<file path="src/rtl/core/i2c_master_transfer_sequencer_assert.svh">
// ----------------------------------------------------------------------------
// i2c master transfer sequencer assertion macros
// shared concurrent assertion forms used at the top level
// ----------------------------------------------------------------------------
`ifndef I2C_MASTER_TRANSFER_SEQUENCER_ASSERT_SVH
`define I2C_MASTER_TRANSFER_SEQUENCER_ASSERT_SVH

// same-cycle implication
`define I2CM_ASSERT_IMP(lbl, clk, rst, a, b, msg) \
   lbl: assert property (@(posedge clk) disable iff (rst) (a) |-> (b)) else $error(msg);

// next-cycle implication
`define I2CM_ASSERT_NXT(lbl, clk, rst, a, b, msg) \
   lbl: assert property (@(posedge clk) disable iff (rst) (a) |=> (b)) else $error(msg);

`endif

</file>
<file path="src/rtl/core/i2cm_pkg.sv">
// ----------------------------------------------------------------------------
// i2cm_pkg
// types, register codes and result expansion shared by the sequencer
// ----------------------------------------------------------------------------
package i2cm_pkg;

   localparam int MAX_TRANSFER_LENGTH_DEF = 255;
   localparam int CSR_INDEX_W = 3;
   localparam int CSR_DATA_W  = 8;

   localparam logic [CSR_INDEX_W-1:0] CSR_SLAVE_ADDR    = 3'd0;
   localparam logic [CSR_INDEX_W-1:0] CSR_TRANSFER_LEN  = 3'd1;
   localparam logic [CSR_INDEX_W-1:0] CSR_MESSAGE_INDEX = 3'd2;
   localparam logic [CSR_INDEX_W-1:0] CSR_MESSAGE_COUNT = 3'd3;
   localparam logic [CSR_INDEX_W-1:0] CSR_FAST_MODE     = 3'd4;

   // controller register offsets
   localparam logic [5:0] REG_SCR   = 6'h00;
   localparam logic [5:0] REG_MCR   = 6'h04;
   localparam logic [5:0] REG_SSR   = 6'h08;
   localparam logic [5:0] REG_MSR   = 6'h0C;
   localparam logic [5:0] REG_SIER  = 6'h10;
   localparam logic [5:0] REG_MIER  = 6'h14;
   localparam logic [5:0] REG_CCR   = 6'h18;
   localparam logic [5:0] REG_SAR   = 6'h1C;
   localparam logic [5:0] REG_MAR   = 6'h20;
   localparam logic [5:0] REG_DATA  = 6'h24;
   localparam logic [5:0] REG_FBSCR = 6'h38;

   localparam logic [7:0] MCR_RESET       = 8'h80;
   localparam logic [7:0] MCR_START       = 8'h89;
   localparam logic [7:0] MCR_DATA        = 8'h88;
   localparam logic [7:0] MCR_STOP        = 8'h8A;
   localparam logic [7:0] ACK_SEND        = 8'h76;
   localparam logic [7:0] ACK_RECV        = 8'h7C;
   localparam logic [7:0] IEN_SEND        = 8'h79;
   localparam logic [7:0] IEN_RECV        = 8'h73;
   localparam logic [7:0] FIRST_BIT_DELAY = 8'h0F;
   localparam logic [7:0] SCR_INIT        = 8'h08;
   localparam logic [7:0] CCR_STANDARD    = 8'hAE;
   localparam logic [7:0] CCR_FAST        = 8'h1E;

   localparam int ST_NACK_BIT = 6;
   localparam int ST_ARB_BIT  = 5;
   localparam int ST_STOP_BIT = 4;

   localparam logic [4:0] SETUP_STEPS = 5'd10;

   typedef enum logic {
      REQ_START  = 1'b0,
      REQ_STATUS = 1'b1
   } req_kind_type;

   typedef enum logic [2:0] {
      OUT_CONTINUE = 3'd0,
      OUT_DONE     = 3'd1,
      OUT_ARB_LOST = 3'd2,
      OUT_NACK     = 3'd3,
      OUT_INVALID  = 3'd4,
      OUT_BUSY     = 3'd5
   } outcome_type;

   typedef enum logic [2:0] {
      CMD_REFUSE    = 3'd0,
      CMD_START     = 3'd1,
      CMD_HALT      = 3'd2,
      CMD_SEND_STOP = 3'd3,
      CMD_SEND_DATA = 3'd4,
      CMD_RECV      = 3'd5
   } cmd_kind_type;

   typedef enum logic [1:0] {
      MCR_SEL_NONE = 2'd0,
      MCR_SEL_DATA = 2'd1,
      MCR_SEL_STOP = 2'd2
   } mcr_sel_type;

   typedef struct packed {
      logic       kind;
      logic [6:0] master_status;
      logic [7:0] received_byte;
      logic [7:0] next_send_byte;
      logic       bus_busy;
   } req_type;

   typedef struct packed {
      logic        has_write;
      logic [5:0]  register_offset;
      logic [7:0]  write_value;
      logic        byte_taken;
      logic        read_valid;
      logic [7:0]  read_data;
      outcome_type outcome;
      logic        last;
   } rsp_type;

   typedef struct packed {
      cmd_kind_type kind;
      outcome_type  outcome;
      logic         setup;
      logic         fast;
      logic         rd;
      mcr_sel_type  mcr_sel;
      logic [7:0]   data;
      logic [7:0]   msr_value;
      logic         stored;
   } cmd_type;

   typedef struct packed {
      logic not_empty;
      logic full;
   } queue_status_type;

   function automatic rsp_type wr_rsp(input logic [5:0] off, input logic [7:0] val);
      rsp_type r;
      r = '0;
      r.has_write       = 1'b1;
      r.register_offset = off;
      r.write_value     = val;
      return r;
   endfunction

   // one result of a command, picked by its step number
   function automatic rsp_type cmd_result(input cmd_type cmd, input logic [3:0] step);
      rsp_type    r;
      logic [4:0] idx;
      logic [4:0] sub;
      r   = '0;
      idx = cmd.setup ? {1'b0, step} : ({1'b0, step} + SETUP_STEPS);
      sub = (cmd.mcr_sel != MCR_SEL_NONE) ? {1'b0, step} : ({1'b0, step} + 5'd1);
      unique case (cmd.kind)
         CMD_REFUSE: begin
            r.last = 1'b1;
         end
         CMD_START: begin
            unique case (idx)
               5'd0:    r = wr_rsp(REG_SIER, 8'h00);
               5'd1:    r = wr_rsp(REG_SCR, SCR_INIT);
               5'd2:    r = wr_rsp(REG_SAR, 8'h00);
               5'd3:    r = wr_rsp(REG_SSR, 8'h00);
               5'd4:    r = wr_rsp(REG_MIER, 8'h00);
               5'd5:    r = wr_rsp(REG_MCR, MCR_RESET);
               5'd6:    r = wr_rsp(REG_MAR, 8'h00);
               5'd7:    r = wr_rsp(REG_MSR, 8'h00);
               5'd8:    r = wr_rsp(REG_CCR, cmd.fast ? CCR_FAST : CCR_STANDARD);
               5'd9:    r = wr_rsp(REG_FBSCR, FIRST_BIT_DELAY);
               5'd10:   r = wr_rsp(REG_MAR, cmd.data);
               5'd11:   r = wr_rsp(REG_MSR, 8'h00);
               5'd12:   r = wr_rsp(REG_MCR, MCR_START);
               5'd13: begin
                  r      = wr_rsp(REG_MIER, cmd.rd ? IEN_RECV : IEN_SEND);
                  r.last = 1'b1;
               end
               default: r.last = 1'b1;
            endcase
         end
         CMD_HALT, CMD_SEND_STOP: begin
            if (step == 4'd0) begin
               r = (cmd.kind == CMD_HALT) ? wr_rsp(REG_MIER, 8'h00)
                                          : wr_rsp(REG_MCR, MCR_STOP);
            end else begin
               r      = wr_rsp(REG_MSR, 8'h00);
               r.last = 1'b1;
            end
         end
         CMD_SEND_DATA: begin
            unique case (sub)
               5'd0: r = wr_rsp(REG_MCR, MCR_DATA);
               5'd1: begin
                  r            = wr_rsp(REG_DATA, cmd.data);
                  r.byte_taken = 1'b1;
               end
               default: begin
                  r      = wr_rsp(REG_MSR, ACK_SEND);
                  r.last = 1'b1;
               end
            endcase
         end
         CMD_RECV: begin
            if (sub == 5'd0) begin
               r = wr_rsp(REG_MCR, (cmd.mcr_sel == MCR_SEL_STOP) ? MCR_STOP : MCR_DATA);
            end else begin
               r            = wr_rsp(REG_MSR, cmd.msr_value);
               r.read_valid = cmd.stored;
               r.read_data  = cmd.stored ? cmd.data : 8'h00;
               r.last       = 1'b1;
            end
         end
         default: begin
            r.last = 1'b1;
         end
      endcase
      r.outcome = cmd.outcome;
      return r;
   endfunction

endpackage

</file>
<file path="src/rtl/core/i2cm_front.sv">
// ----------------------------------------------------------------------------
// i2cm_front
// configuration registers, transfer state and request classification
// ----------------------------------------------------------------------------
module i2cm_front #(
   parameter int MAX_TRANSFER_LENGTH = i2cm_pkg::MAX_TRANSFER_LENGTH_DEF
) (
   input  logic                               clock,
   input  logic                               reset,
   input  logic                               csr_write_enable,
   input  logic [i2cm_pkg::CSR_INDEX_W-1:0]   csr_index,
   input  logic [i2cm_pkg::CSR_DATA_W-1:0]    csr_write_data,
   input  logic                               accept,
   input  i2cm_pkg::req_type                  req_data,
   output i2cm_pkg::cmd_type                  cmd
);
   import i2cm_pkg::*;

   // the length register is 8 bits, so the cap never exceeds 255
   localparam int         LEN_CAP   = (MAX_TRANSFER_LENGTH > 255) ? 255 : MAX_TRANSFER_LENGTH;
   localparam logic [7:0] LEN_CAP_B = LEN_CAP[7:0];

   logic [7:0] slave_addr_ff;
   logic [7:0] transfer_len_ff;
   logic [3:0] msg_index_ff;
   logic [3:0] msg_count_ff;
   logic       fast_mode_ff;

   logic [8:0] byte_pos_ff,    byte_pos_in;
   logic       addr_pending_ff, addr_pending_in;

   logic       rd;
   logic [7:0] len;
   logic [8:0] len9;
   logic [9:0] pos_p1;

   always_ff @(posedge clock) begin
      if (reset) begin
         slave_addr_ff   <= 8'h00;
         transfer_len_ff <= 8'h00;
         msg_index_ff    <= 4'd0;
         msg_count_ff    <= 4'd1;
         fast_mode_ff    <= 1'b0;
      end else if (csr_write_enable) begin
         case (csr_index)
            CSR_SLAVE_ADDR:    slave_addr_ff   <= csr_write_data;
            CSR_TRANSFER_LEN:  transfer_len_ff <= csr_write_data;
            CSR_MESSAGE_INDEX: msg_index_ff    <= csr_write_data[3:0];
            CSR_MESSAGE_COUNT: msg_count_ff    <= csr_write_data[3:0];
            CSR_FAST_MODE:     fast_mode_ff    <= csr_write_data[0];
            default: ;
         endcase
      end
   end

   always_comb begin
      rd     = slave_addr_ff[0];
      len    = (transfer_len_ff > LEN_CAP_B) ? LEN_CAP_B : transfer_len_ff;
      len9   = {1'b0, len};
      pos_p1 = {1'b0, byte_pos_ff} + 10'd1;

      byte_pos_in     = byte_pos_ff;
      addr_pending_in = addr_pending_ff;

      cmd           = '0;
      cmd.kind      = CMD_REFUSE;
      cmd.outcome   = OUT_CONTINUE;
      cmd.mcr_sel   = MCR_SEL_NONE;
      cmd.rd        = rd;
      cmd.fast      = fast_mode_ff;

      if (req_data.kind == REQ_START) begin
         byte_pos_in     = 9'd0;
         addr_pending_in = rd;
         if (msg_index_ff >= msg_count_ff) begin
            cmd.outcome = OUT_INVALID;
         end else if (msg_index_ff == 4'd0 && req_data.bus_busy) begin
            cmd.outcome = OUT_BUSY;
         end else begin
            cmd.kind  = CMD_START;
            cmd.setup = (msg_index_ff == 4'd0);
            cmd.data  = slave_addr_ff;
         end
      end else if (req_data.master_status[ST_ARB_BIT] || req_data.master_status[ST_NACK_BIT]
                   || req_data.master_status[ST_STOP_BIT]) begin
         cmd.kind = CMD_HALT;
         priority if (req_data.master_status[ST_ARB_BIT]) cmd.outcome = OUT_ARB_LOST;
         else if (req_data.master_status[ST_NACK_BIT])     cmd.outcome = OUT_NACK;
         else                                              cmd.outcome = OUT_DONE;
      end else if (!rd) begin
         if (byte_pos_ff >= len9) begin
            cmd.kind = CMD_SEND_STOP;
         end else begin
            cmd.kind    = CMD_SEND_DATA;
            cmd.mcr_sel = (byte_pos_ff == 9'd0) ? MCR_SEL_DATA : MCR_SEL_NONE;
            cmd.data    = req_data.next_send_byte;
            byte_pos_in = pos_p1[8:0];
         end
      end else begin
         cmd.kind = CMD_RECV;
         cmd.data = req_data.received_byte;
         // stop goes out ahead of the last byte
         if (len == 8'd1 || (len > 8'd1 && pos_p1 == {2'b00, len})) begin
            cmd.mcr_sel = MCR_SEL_STOP;
         end else if (addr_pending_ff) begin
            cmd.mcr_sel = MCR_SEL_DATA;
         end
         if (addr_pending_ff) begin
            addr_pending_in = 1'b0;
         end else if (byte_pos_ff < len9) begin
            cmd.stored  = 1'b1;
            byte_pos_in = pos_p1[8:0];
         end
         cmd.msr_value = (byte_pos_in < len9) ? ACK_RECV : 8'h00;
      end
   end

   always_ff @(posedge clock) begin
      if (reset) begin
         byte_pos_ff     <= 9'd0;
         addr_pending_ff <= 1'b0;
      end else if (accept) begin
         byte_pos_ff     <= byte_pos_in;
         addr_pending_ff <= addr_pending_in;
      end
   end

endmodule

</file>
<file path="src/rtl/core/i2cm_cmd_queue.sv">
// ----------------------------------------------------------------------------
// i2cm_cmd_queue
// two-entry command queue between the front and the back
// ----------------------------------------------------------------------------
module i2cm_cmd_queue (
   input  logic                        clock,
   input  logic                        reset,
   input  logic                        push_cmd,
   input  i2cm_pkg::cmd_type           cmd_in,
   input  logic                        pop_cmd,
   output i2cm_pkg::cmd_type           cmd_head,
   output i2cm_pkg::queue_status_type  status
);
   import i2cm_pkg::*;

   cmd_type    entry_ff [2];
   logic       wr_ptr_ff, wr_ptr_in;
   logic       rd_ptr_ff, rd_ptr_in;
   logic [1:0] count_ff,  count_in;

   always_comb begin
      wr_ptr_in = wr_ptr_ff ^ push_cmd;
      rd_ptr_in = rd_ptr_ff ^ pop_cmd;
      count_in  = count_ff + {1'b0, push_cmd} - {1'b0, pop_cmd};
      cmd_head  = entry_ff[rd_ptr_ff];
      status.not_empty = (count_ff != 2'd0);
      status.full      = (count_ff == 2'd2);
   end

   always_ff @(posedge clock) begin
      if (push_cmd) begin
         entry_ff[wr_ptr_ff] <= cmd_in;
      end
   end

   always_ff @(posedge clock) begin
      if (reset) begin
         wr_ptr_ff <= 1'b0;
         rd_ptr_ff <= 1'b0;
         count_ff  <= 2'd0;
      end else begin
         wr_ptr_ff <= wr_ptr_in;
         rd_ptr_ff <= rd_ptr_in;
         count_ff  <= count_in;
      end
   end

endmodule

</file>
<file path="src/rtl/core/i2cm_back.sv">
// ----------------------------------------------------------------------------
// i2cm_back
// expands each command into its register writes, one result per cycle while the output slot is free or taken
// ----------------------------------------------------------------------------
module i2cm_back (
   input  logic                        clock,
   input  logic                        reset,
   input  i2cm_pkg::cmd_type           cmd_head,
   input  i2cm_pkg::queue_status_type  q_status,
   output logic                        pop_cmd,
   input  logic                        pop,
   output logic                        empty,
   output i2cm_pkg::rsp_type           rsp_data
);
   import i2cm_pkg::*;

   logic [3:0] step_ff, step_in;
   logic       rsp_valid_ff, rsp_valid_in;
   rsp_type    rsp_ff;
   rsp_type    next_rsp;
   logic       load;

   always_comb begin
      next_rsp     = cmd_result(cmd_head, step_ff);
      // the output slot refills in the same cycle it is taken
      load         = q_status.not_empty && (!rsp_valid_ff || pop);
      pop_cmd      = load && next_rsp.last;
      step_in      = step_ff;
      if (load) begin
         step_in = next_rsp.last ? 4'd0 : (step_ff + 4'd1);
      end
      rsp_valid_in = load || (rsp_valid_ff && !pop);
      empty        = !rsp_valid_ff;
      rsp_data     = rsp_ff;
   end

   always_ff @(posedge clock) begin
      if (load) begin
         rsp_ff <= next_rsp;
      end
   end

   always_ff @(posedge clock) begin
      if (reset) begin
         step_ff      <= 4'd0;
         rsp_valid_ff <= 1'b0;
      end else begin
         step_ff      <= step_in;
         rsp_valid_ff <= rsp_valid_in;
      end
   end

endmodule

</file>
<file path="src/rtl/core/i2c_master_transfer_sequencer.sv">
// ----------------------------------------------------------------------------
// i2c_master_transfer_sequencer
// interrupt-driven i2c master sequencer, requests in, register writes out
// ----------------------------------------------------------------------------
// A request is taken whenever full is low; the front classifies it, updates
// the byte position and places one command in a two-deep queue. The back
// turns each command into its results at one result per cycle while the
// output slot is free or being popped: 14 results for a start of the first
// message, 4 for a later start, 1 to 3 for a status event and 1 for a
// refused start. The back's expansion and the single output register set
// the pace; a result waiting on pop stops new requests only once the
// queue holds two commands.
module i2c_master_transfer_sequencer #(
   parameter int MAX_TRANSFER_LENGTH = i2cm_pkg::MAX_TRANSFER_LENGTH_DEF
) (
   input  logic                               clock,
   input  logic                               reset,
   input  logic                               csr_write_enable,
   input  logic [i2cm_pkg::CSR_INDEX_W-1:0]   csr_index,
   input  logic [i2cm_pkg::CSR_DATA_W-1:0]    csr_write_data,
   input  logic                               push,
   output logic                               full,
   input  i2cm_pkg::req_type                  req_data,
   output logic                               empty,
   input  logic                               pop,
   output i2cm_pkg::rsp_type                  rsp_data
);
   import i2cm_pkg::*;

`include "i2c_master_transfer_sequencer_assert.svh"

   cmd_type          front_cmd;
   cmd_type          cmd_head;
   queue_status_type q_status;
   logic             accept;
   logic             cmd_pop;

   assign full   = q_status.full;
   assign accept = push && !q_status.full;

   i2cm_front #(
      .MAX_TRANSFER_LENGTH (MAX_TRANSFER_LENGTH)
   ) u_front (
      .clock            (clock),
      .reset            (reset),
      .csr_write_enable (csr_write_enable),
      .csr_index        (csr_index),
      .csr_write_data   (csr_write_data),
      .accept           (accept),
      .req_data         (req_data),
      .cmd              (front_cmd)
   );

   i2cm_cmd_queue u_queue (
      .clock    (clock),
      .reset    (reset),
      .push_cmd (accept),
      .cmd_in   (front_cmd),
      .pop_cmd  (cmd_pop),
      .cmd_head (cmd_head),
      .status   (q_status)
   );

   i2cm_back u_back (
      .clock    (clock),
      .reset    (reset),
      .cmd_head (cmd_head),
      .q_status (q_status),
      .pop_cmd  (cmd_pop),
      .pop      (pop),
      .empty    (empty),
      .rsp_data (rsp_data)
   );

   `I2CM_ASSERT_IMP(a_no_pop_when_empty, clock, reset, cmd_pop, q_status.not_empty,
                    "command popped from empty queue")
   `I2CM_ASSERT_NXT(a_drain_when_idle, clock, reset, !empty && pop && !q_status.not_empty,
                    empty, "result appeared with no command")
   `I2CM_ASSERT_IMP(a_refusal_single, clock, reset,
                    !empty && (rsp_data.outcome == OUT_INVALID || rsp_data.outcome == OUT_BUSY),
                    rsp_data.last && !rsp_data.has_write, "refused request gave more than one result")

endmodule

</file>
<file path="config.mk">
export PLATFORM = sky130hd
export DESIGN_NAME = i2c_master_transfer_sequencer
export DESIGN_NICKNAME = d
export VERILOG_FILES = /design/src/rtl/core/i2cm_pkg.sv /design/src/rtl/core/i2cm_front.sv /design/src/rtl/core/i2cm_cmd_queue.sv /design/src/rtl/core/i2cm_back.sv /design/src/rtl/core/i2c_master_transfer_sequencer.sv
export VERILOG_INCLUDE_DIRS = /design/src /design/src/rtl/core
export SDC_FILE = /design/constraint.sdc
export NUM_CORES = 1
export LEC_CHECK = 0
export ABC_AREA = 1
export BUFFER_PORTS_ARGS = -buffer_cell sky130_fd_sc_hd__buf_2
export CAP_MARGIN = 40
export CORE_MARGIN = 10
export CORE_UTILIZATION = 59
export DETAILED_ROUTE_END_ITERATION = 7
export GPL_ROUTABILITY_DRIVEN = 0
export GPL_TIMING_DRIVEN = 0
export PLACE_DENSITY = 0.8
export SYNTH_ARGS = -nofsm -noshare
export SYNTH_HDL_FRONTEND = slang
export SYNTH_SLANG_ARGS = --single-unit
export TNS_END_PERCENT = 50
</file>
<file path="constraint.sdc">
create_clock -name clock -period 3.5 [get_ports clock]
set_clock_uncertainty 0.1 [all_clocks]
set_input_delay 0.35 -clock clock [delete_from_list [all_inputs] [get_ports clock]]
set_output_delay 0.35 -clock clock [all_outputs]
set_load 0.01 [all_outputs]
</file>
### After elaboration in Yosys (flattened, before gate mapping)

Memory sizes are Yosys's and may differ from the RTL's. A register that Yosys moved wholly into a read port is not among the register bits.
Cells that the tools add are included.

* add/sub/neg operators: 6
* order comparisons: 6
* eq/ne operators: 30
* mux-type cells: 60
* bitwise logic cells: 2
* reductions and logical operators: 32

Operators by type and width (count)
* $pmux 28 s13: 1
* $pmux 28 s4: 1
* $mux 9: 11
* $pmux 28 s2: 1
* $mux 8: 6
* $eq 5x4->1 const B: 6
* $mux 29: 1
* $mux 27: 1
* $mux 26: 1
* $eq 5x3->1 const B: 4
* $mux 10: 2
* $mux 19: 1
* $lt 9x8->1: 2
* $mux 1: 16
* $mux 3: 5
* $reduce_or 13->1: 1
* $eq 3x2->1 const B: 4
* $mux 2: 6
* $add 9x1->10 const B: 1
* $eq 10x8->1: 1
* $eq 5x1->1 const B: 2
* $eq 5x2->1 const B: 2
* $logic_not 5->1: 2
* $mux 5: 2
* 31 further kinds: 56

* register bits: 73
* bits in writable memories: 56
* input bits: 41
* output and inout port bits: 31
* logic and storage cells: 157
* memories: 1

Memories
* u_queue.entry_ff: words 2, width 28, rd ports 1, clocked after memory_dff 1, wr ports 1, RTL line i2cm_cmd_queue.sv:16 `cmd_type entry_ff [2];`

### Depth between registers and ports, before layout

* depth in word-level cells: 13
* mapped depth: 20
* mapped depth without buffers: 19

### Hierarchy

From an unflattened synthesis, not the netlist that was laid out.

* cell total of the unflattened synthesis: 791
* area total of the unflattened synthesis: 7054.3 um^2

Modules (own cells, without submodules)
* i2cm_front: instances 1, cells an instance 412, area an instance 2745.1 um^2
* i2cm_cmd_queue: instances 1, cells an instance 114, area an instance 2277.2 um^2
* i2cm_back: instances 1, cells an instance 263, area an instance 2021.9 um^2
* i2c_master_transfer_sequencer: instances 1, cells an instance 2, area an instance 10.0 um^2

### Worst setup path after synthesis

OpenSTA, ideal clock, no wires.

* path kind: reg2reg
* start: register u_back.step_ff[0]
* end: register u_queue.count_ff[1]
* library setup time: 0.120 ns
* arrival time: 2.738 ns
* data required time: 3.280 ns
* path slack: 0.542 ns
* stages on the path, launching flop included: 19
* path buffers: 0
* period minus slack after synthesis: 2.958 ns
* cell sequence: dfxtp_1 clkinv_1 ha_1 inv_1 nand2_1 nor2_1 nand3_2 nand2_2 nand2_4 nand2_2 nand2_2 nor2_4 a21oi_1 ha_1 inv_1 ha_1 xor2_1 o21ai_0 a21oi_1

* cells in the longest elaborated chain, start to end: 8
* elaborated cells on any way between the ends: 28
* those cells by class: add/sub: 3; eq/ne: 13; mux: 7; reduce/logical: 5

Ends and longest elaborated chain
* start: declaration: RTL line i2cm_back.sv:17 `logic [3:0] step_ff, step_in;`
* start signal: assignment: RTL line i2cm_back.sv:48 `step_ff <= step_in;`
* $add 4x4->5: RTL line i2cm_pkg.sv:129 `idx = cmd.setup ? {1'b0, step} : ({1'b0, step} + SETUP_STEPS);`
* $mux 5: RTL line i2cm_pkg.sv:129
* $eq 5x1->1, or another cell as far along: RTL line i2cm_pkg.sv:136 `unique case (idx)`
* $reduce_or 13->1 (no source line)
* $mux 1: RTL line i2cm_pkg.sv:136
* $pmux 1 s4 *: RTL line i2cm_pkg.sv:131 `unique case (cmd.kind)`
* $logic_and 1x1->1 *: RTL line i2cm_back.sv:27 `pop_cmd = load && next_rsp.last;`
* $sub 2x1->2 *: RTL line i2cm_cmd_queue.sv:24 `count_in = count_ff + {1'b0, push_cmd} - {1'b0, pop_cmd};`
* end signal: assignment: RTL line i2cm_cmd_queue.sv:44 `count_ff <= count_in;`
* end: declaration: RTL line i2cm_cmd_queue.sv:19 `logic [1:0] count_ff, count_in;`

Mark *: on every way between the ends. The rest lies on a longest branch, timed or not.
A chain may end at the register's enable or synchronous reset.

### Worst setup path in the final report

* start: register u_back.step_ff[1]
* end: register u_queue.count_ff[1]

The elaborated chain is that of the path after synthesis.

==> qor.csv <==
metric;value;unit
met3 WL;1380;µm
die height;123;µm
commonest non-fill, non-tap cell in the layout;nand2_1;
worst hold path class;in -> reg;
GR Util All Layers;0.217;
Max rail drop VDD;0.370;mV
RSZ-0062 raised after global routing;no;
WP data arrival;3540;ps
CTS root buf;clkbuf_8;
initial core utilization;0.608;
DRC violations left;1;
# fillers;780;
initial DRC count;695;
final wirelength;16400;µm
first-pass GRT wire length;26500;µm
Avg Cell Area, Syn;8.29;µm²
Met2 Wirelength;8240;µm
post-CTS setup buffer count;0;
proportion of netlist area held by the largest area contributor;0.329;
Post-DP Area;6850;µm²
Crit. End Element;flop;
Top Ports;72;
leakage;3.30;nW
worst-skew pair later-pin latency;520;ps
Die X;123;µm
largest net degree at the start of global routing;26;
Crit Reg-Reg Startpoint;u_back.step_ff[1]$_SDFFE_PP0P_;
DRT Pass-1 Iters;8;
Cells after Synth;760;
row cnt;37;
minimum clock period;3200;ps
outcome;finished with violations;
Main synth FF type;edfxtp_1;
FF-to-FF setup slack;300;ps
post-route cell area;7470;µm²
die area;15200;µm²
Critical Path Source Type;flop;
Yosys top cell by area;edfxtp_1;
Worst Hold Path Cells;3;
post-DR vias/cell;5.75;
crit share post-route;0.916;
nets;918;
HPWL after DPL;11800;µm
FF-to-FF path depth;18;
Sink Count;113;
area growth from synthesis to layout;18.6;%
top layer in use;met4;
layout cells sized above 1;0.175;
Critical Path RT;3830;ps
synthesis-stage register bit count;113;
Clock Pin Slew Worst Setup and Hold Paths;60;ps
FFs w/ async S/R, synth;0;
initial antenna violation count;1;
Register Area;2950;µm²
Finish-stage setup viols;0;
fmax;0.312;GHz
Worst-Margin Slew;749;ps
Util after Layout;0.721;
Slew headroom;0.496;
number of enable flip-flop cells after synthesis;69;
max-slew violation count;0;
ANT nets after route;0;
vias in the first global route;5569;
Worst Path Max Fanout;7;
synth warn;0;
max-cap check violation count;0;
commonest cells after routing, fill and taps aside;nand2_1, inv_1, nor2_1;
core box area;10400;µm²
Finished Layout Cells;999;
top cells by area, synth;edfxtp_1, dfxtp_1, nand2_1;
Hold Path End;u_front.msg_count_ff[0]$_SDFFE_PP1P_;
Final Hold Vio Count;0;
TritonCTS Buffers;17;
register area share after synthesis;0.469;
failing checks;design-rule violations;
CTS Buffer Depth;2;
mapped cell area;6300;µm²
pwr/cell area;783;nW/µm²
GR Overflow Total;0;
CTS tree;done;
Worst Min Path Start;csr_write_data[0];
Routed wire per std cell;16.4;µm
port bufs;64;
reg2reg end;u_queue.count_ff[1]$_SDFF_PP0_;
H-tree Lvls;4;
setup TNS;0;ps
hold slack;19.3;ps
placed cells;964;
WL met1;6180;µm
kind of critical path;reg -> reg;
vias post-DR;5744;
synth unique cells;46;
Multi-input gate area;2900;µm²
## Yosys cell counts (2+ instances only)
master / number
a21oi_1: 50
a22oi_1: 8
buf_2: 7
buf_4: 4
clkbuf_1: 4
clkinv_1: 3
dfxtp_1: 44
edfxtp_1: 69
ha_1: 28
inv_1: 85
inv_2: 2
mux2i_1: 6
nand2_1: 157
nand2_2: 10
nand2_4: 7
nand3_1: 41
nand3_2: 4
nand4_1: 14
nor2_1: 85
nor2_2: 3
nor2_4: 2
nor3_1: 8
nor4_1: 3
o211ai_1: 5
o21ai_0: 73
o21ai_1: 4
o21ai_2: 2
o21bai_1: 2
o221ai_1: 2
or2_2: 5
xor2_1: 8
## sequential cells by signal, indices dropped and copies added, names as in the netlist, 4 cells and up
signal	count
u_front.msg_count_ff	4
u_front.byte_pos_ff	9
u_back.step_ff	4
u_front.transfer_len_ff	8
u_front.slave_addr_ff	8
u_front.msg_index_ff	4
u_back.rsp_data	27
u_queue.entry_ff	42
## metal layers
layer  vias up  track usage
met1      2643        0.237
met2       291        0.386
met4         0        0.106
met3        63       0.0506
met5         -            0
li1       2747            -
## how the worst max path moves through the flow
stage,startpoint,end,slack (ps),cells after the start
finish,u_back.step_ff[1]$_SDFFE_PP0P_,u_queue.count_ff[1]$_SDFF_PP0_,300,18
floorplan,u_back.step_ff[0]$_SDFFE_PP0P_,u_queue.count_ff[1]$_SDFF_PP0_,540,18
global placement,u_back.step_ff[0]$_SDFFE_PP0P_,u_queue.count_ff[1]$_SDFF_PP0_,170,18
CTS,u_back.step_ff[0]$_SDFFE_PP0P_,u_queue.count_ff[1]$_SDFF_PP0_,90,18
detailed placement,u_back.step_ff[0]$_SDFFE_PP0P_,u_queue.count_ff[1]$_SDFF_PP0_,40,18
global route,u_back.step_ff[1]$_SDFFE_PP0P_,u_queue.count_ff[1]$_SDFF_PP0_,20,18
## metrics by stage
step           power, mW  setup WS (ps)
2_1_floorplan       3.42            542
3_3_place_gp        3.92            167
3_5_place_dp        4.05           38.9
4_1_cts             5.81           88.6
5_1_grt             6.18           21.9
6_report            5.85            295
## layout make-up
| cell class | instances | share of cell area |
|---|---|---|
| sequential | 113 | 0.395 |
| multi-input combinational | 540 | 0.388 |
| clock buffer | 17 | 0.0554 |
| timing repair buffer | 69 | 0.0532 |
| inverter | 91 | 0.0467 |
| clock inverter | 15 | 0.0243 |
| tap | 136 | 0.0228 |
| buffer | 17 | 0.0142 |
| antenna | 1 | 0.000335 |
## power by group
part / leakage [nW] / internal [mW] / switching (mW)
registers: 1.02 / 1.77 / 0.115
clock network: 0.291 / 1.09 / 0.650
logic: 1.98 / 0.736 / 1.49
total: 3.30 / 3.60 / 2.25
## worst max-delay path, stage by stage (launching register included)
cell	delay [ps]
dfxtp_1	470
inv_1	100
ha_1	280
inv_1	70
nand2_1	50
nor2_1	130
nand3_2	130
nand2_2	150
nand2_4	80
nand2_2	110
nand2_2	80
nor2_4	210
a21oi_1	130
ha_1	320
inv_1	50
ha_1	210
xor2_1	170
o21ai_0	100
a21oi_1	180
## cells by family (layout without fill, tap and decap cells)
family,count (synthesis),after routing,share of synthesized area
AOI/OAI and AO/OA,152,152,0.131
DFF,113,113,0.469
buffers and inverters,108,209,0.0719
other,1,3,0.000595
xor gates and xnor gates,10,10,0.0169
and+or+nand+nor,342,342,0.245
adders and majority gates,28,28,0.0556
muxes,6,6,0.00953
## what timing repair did
item                                    4_1_cts  5_1_grt
endpoints found under the setup margin        1        1
hold buffers                                  2        0
resized for setup                             1        2
endpoints found under the hold margin         2        0
Power figures use the tool's default switching activity.
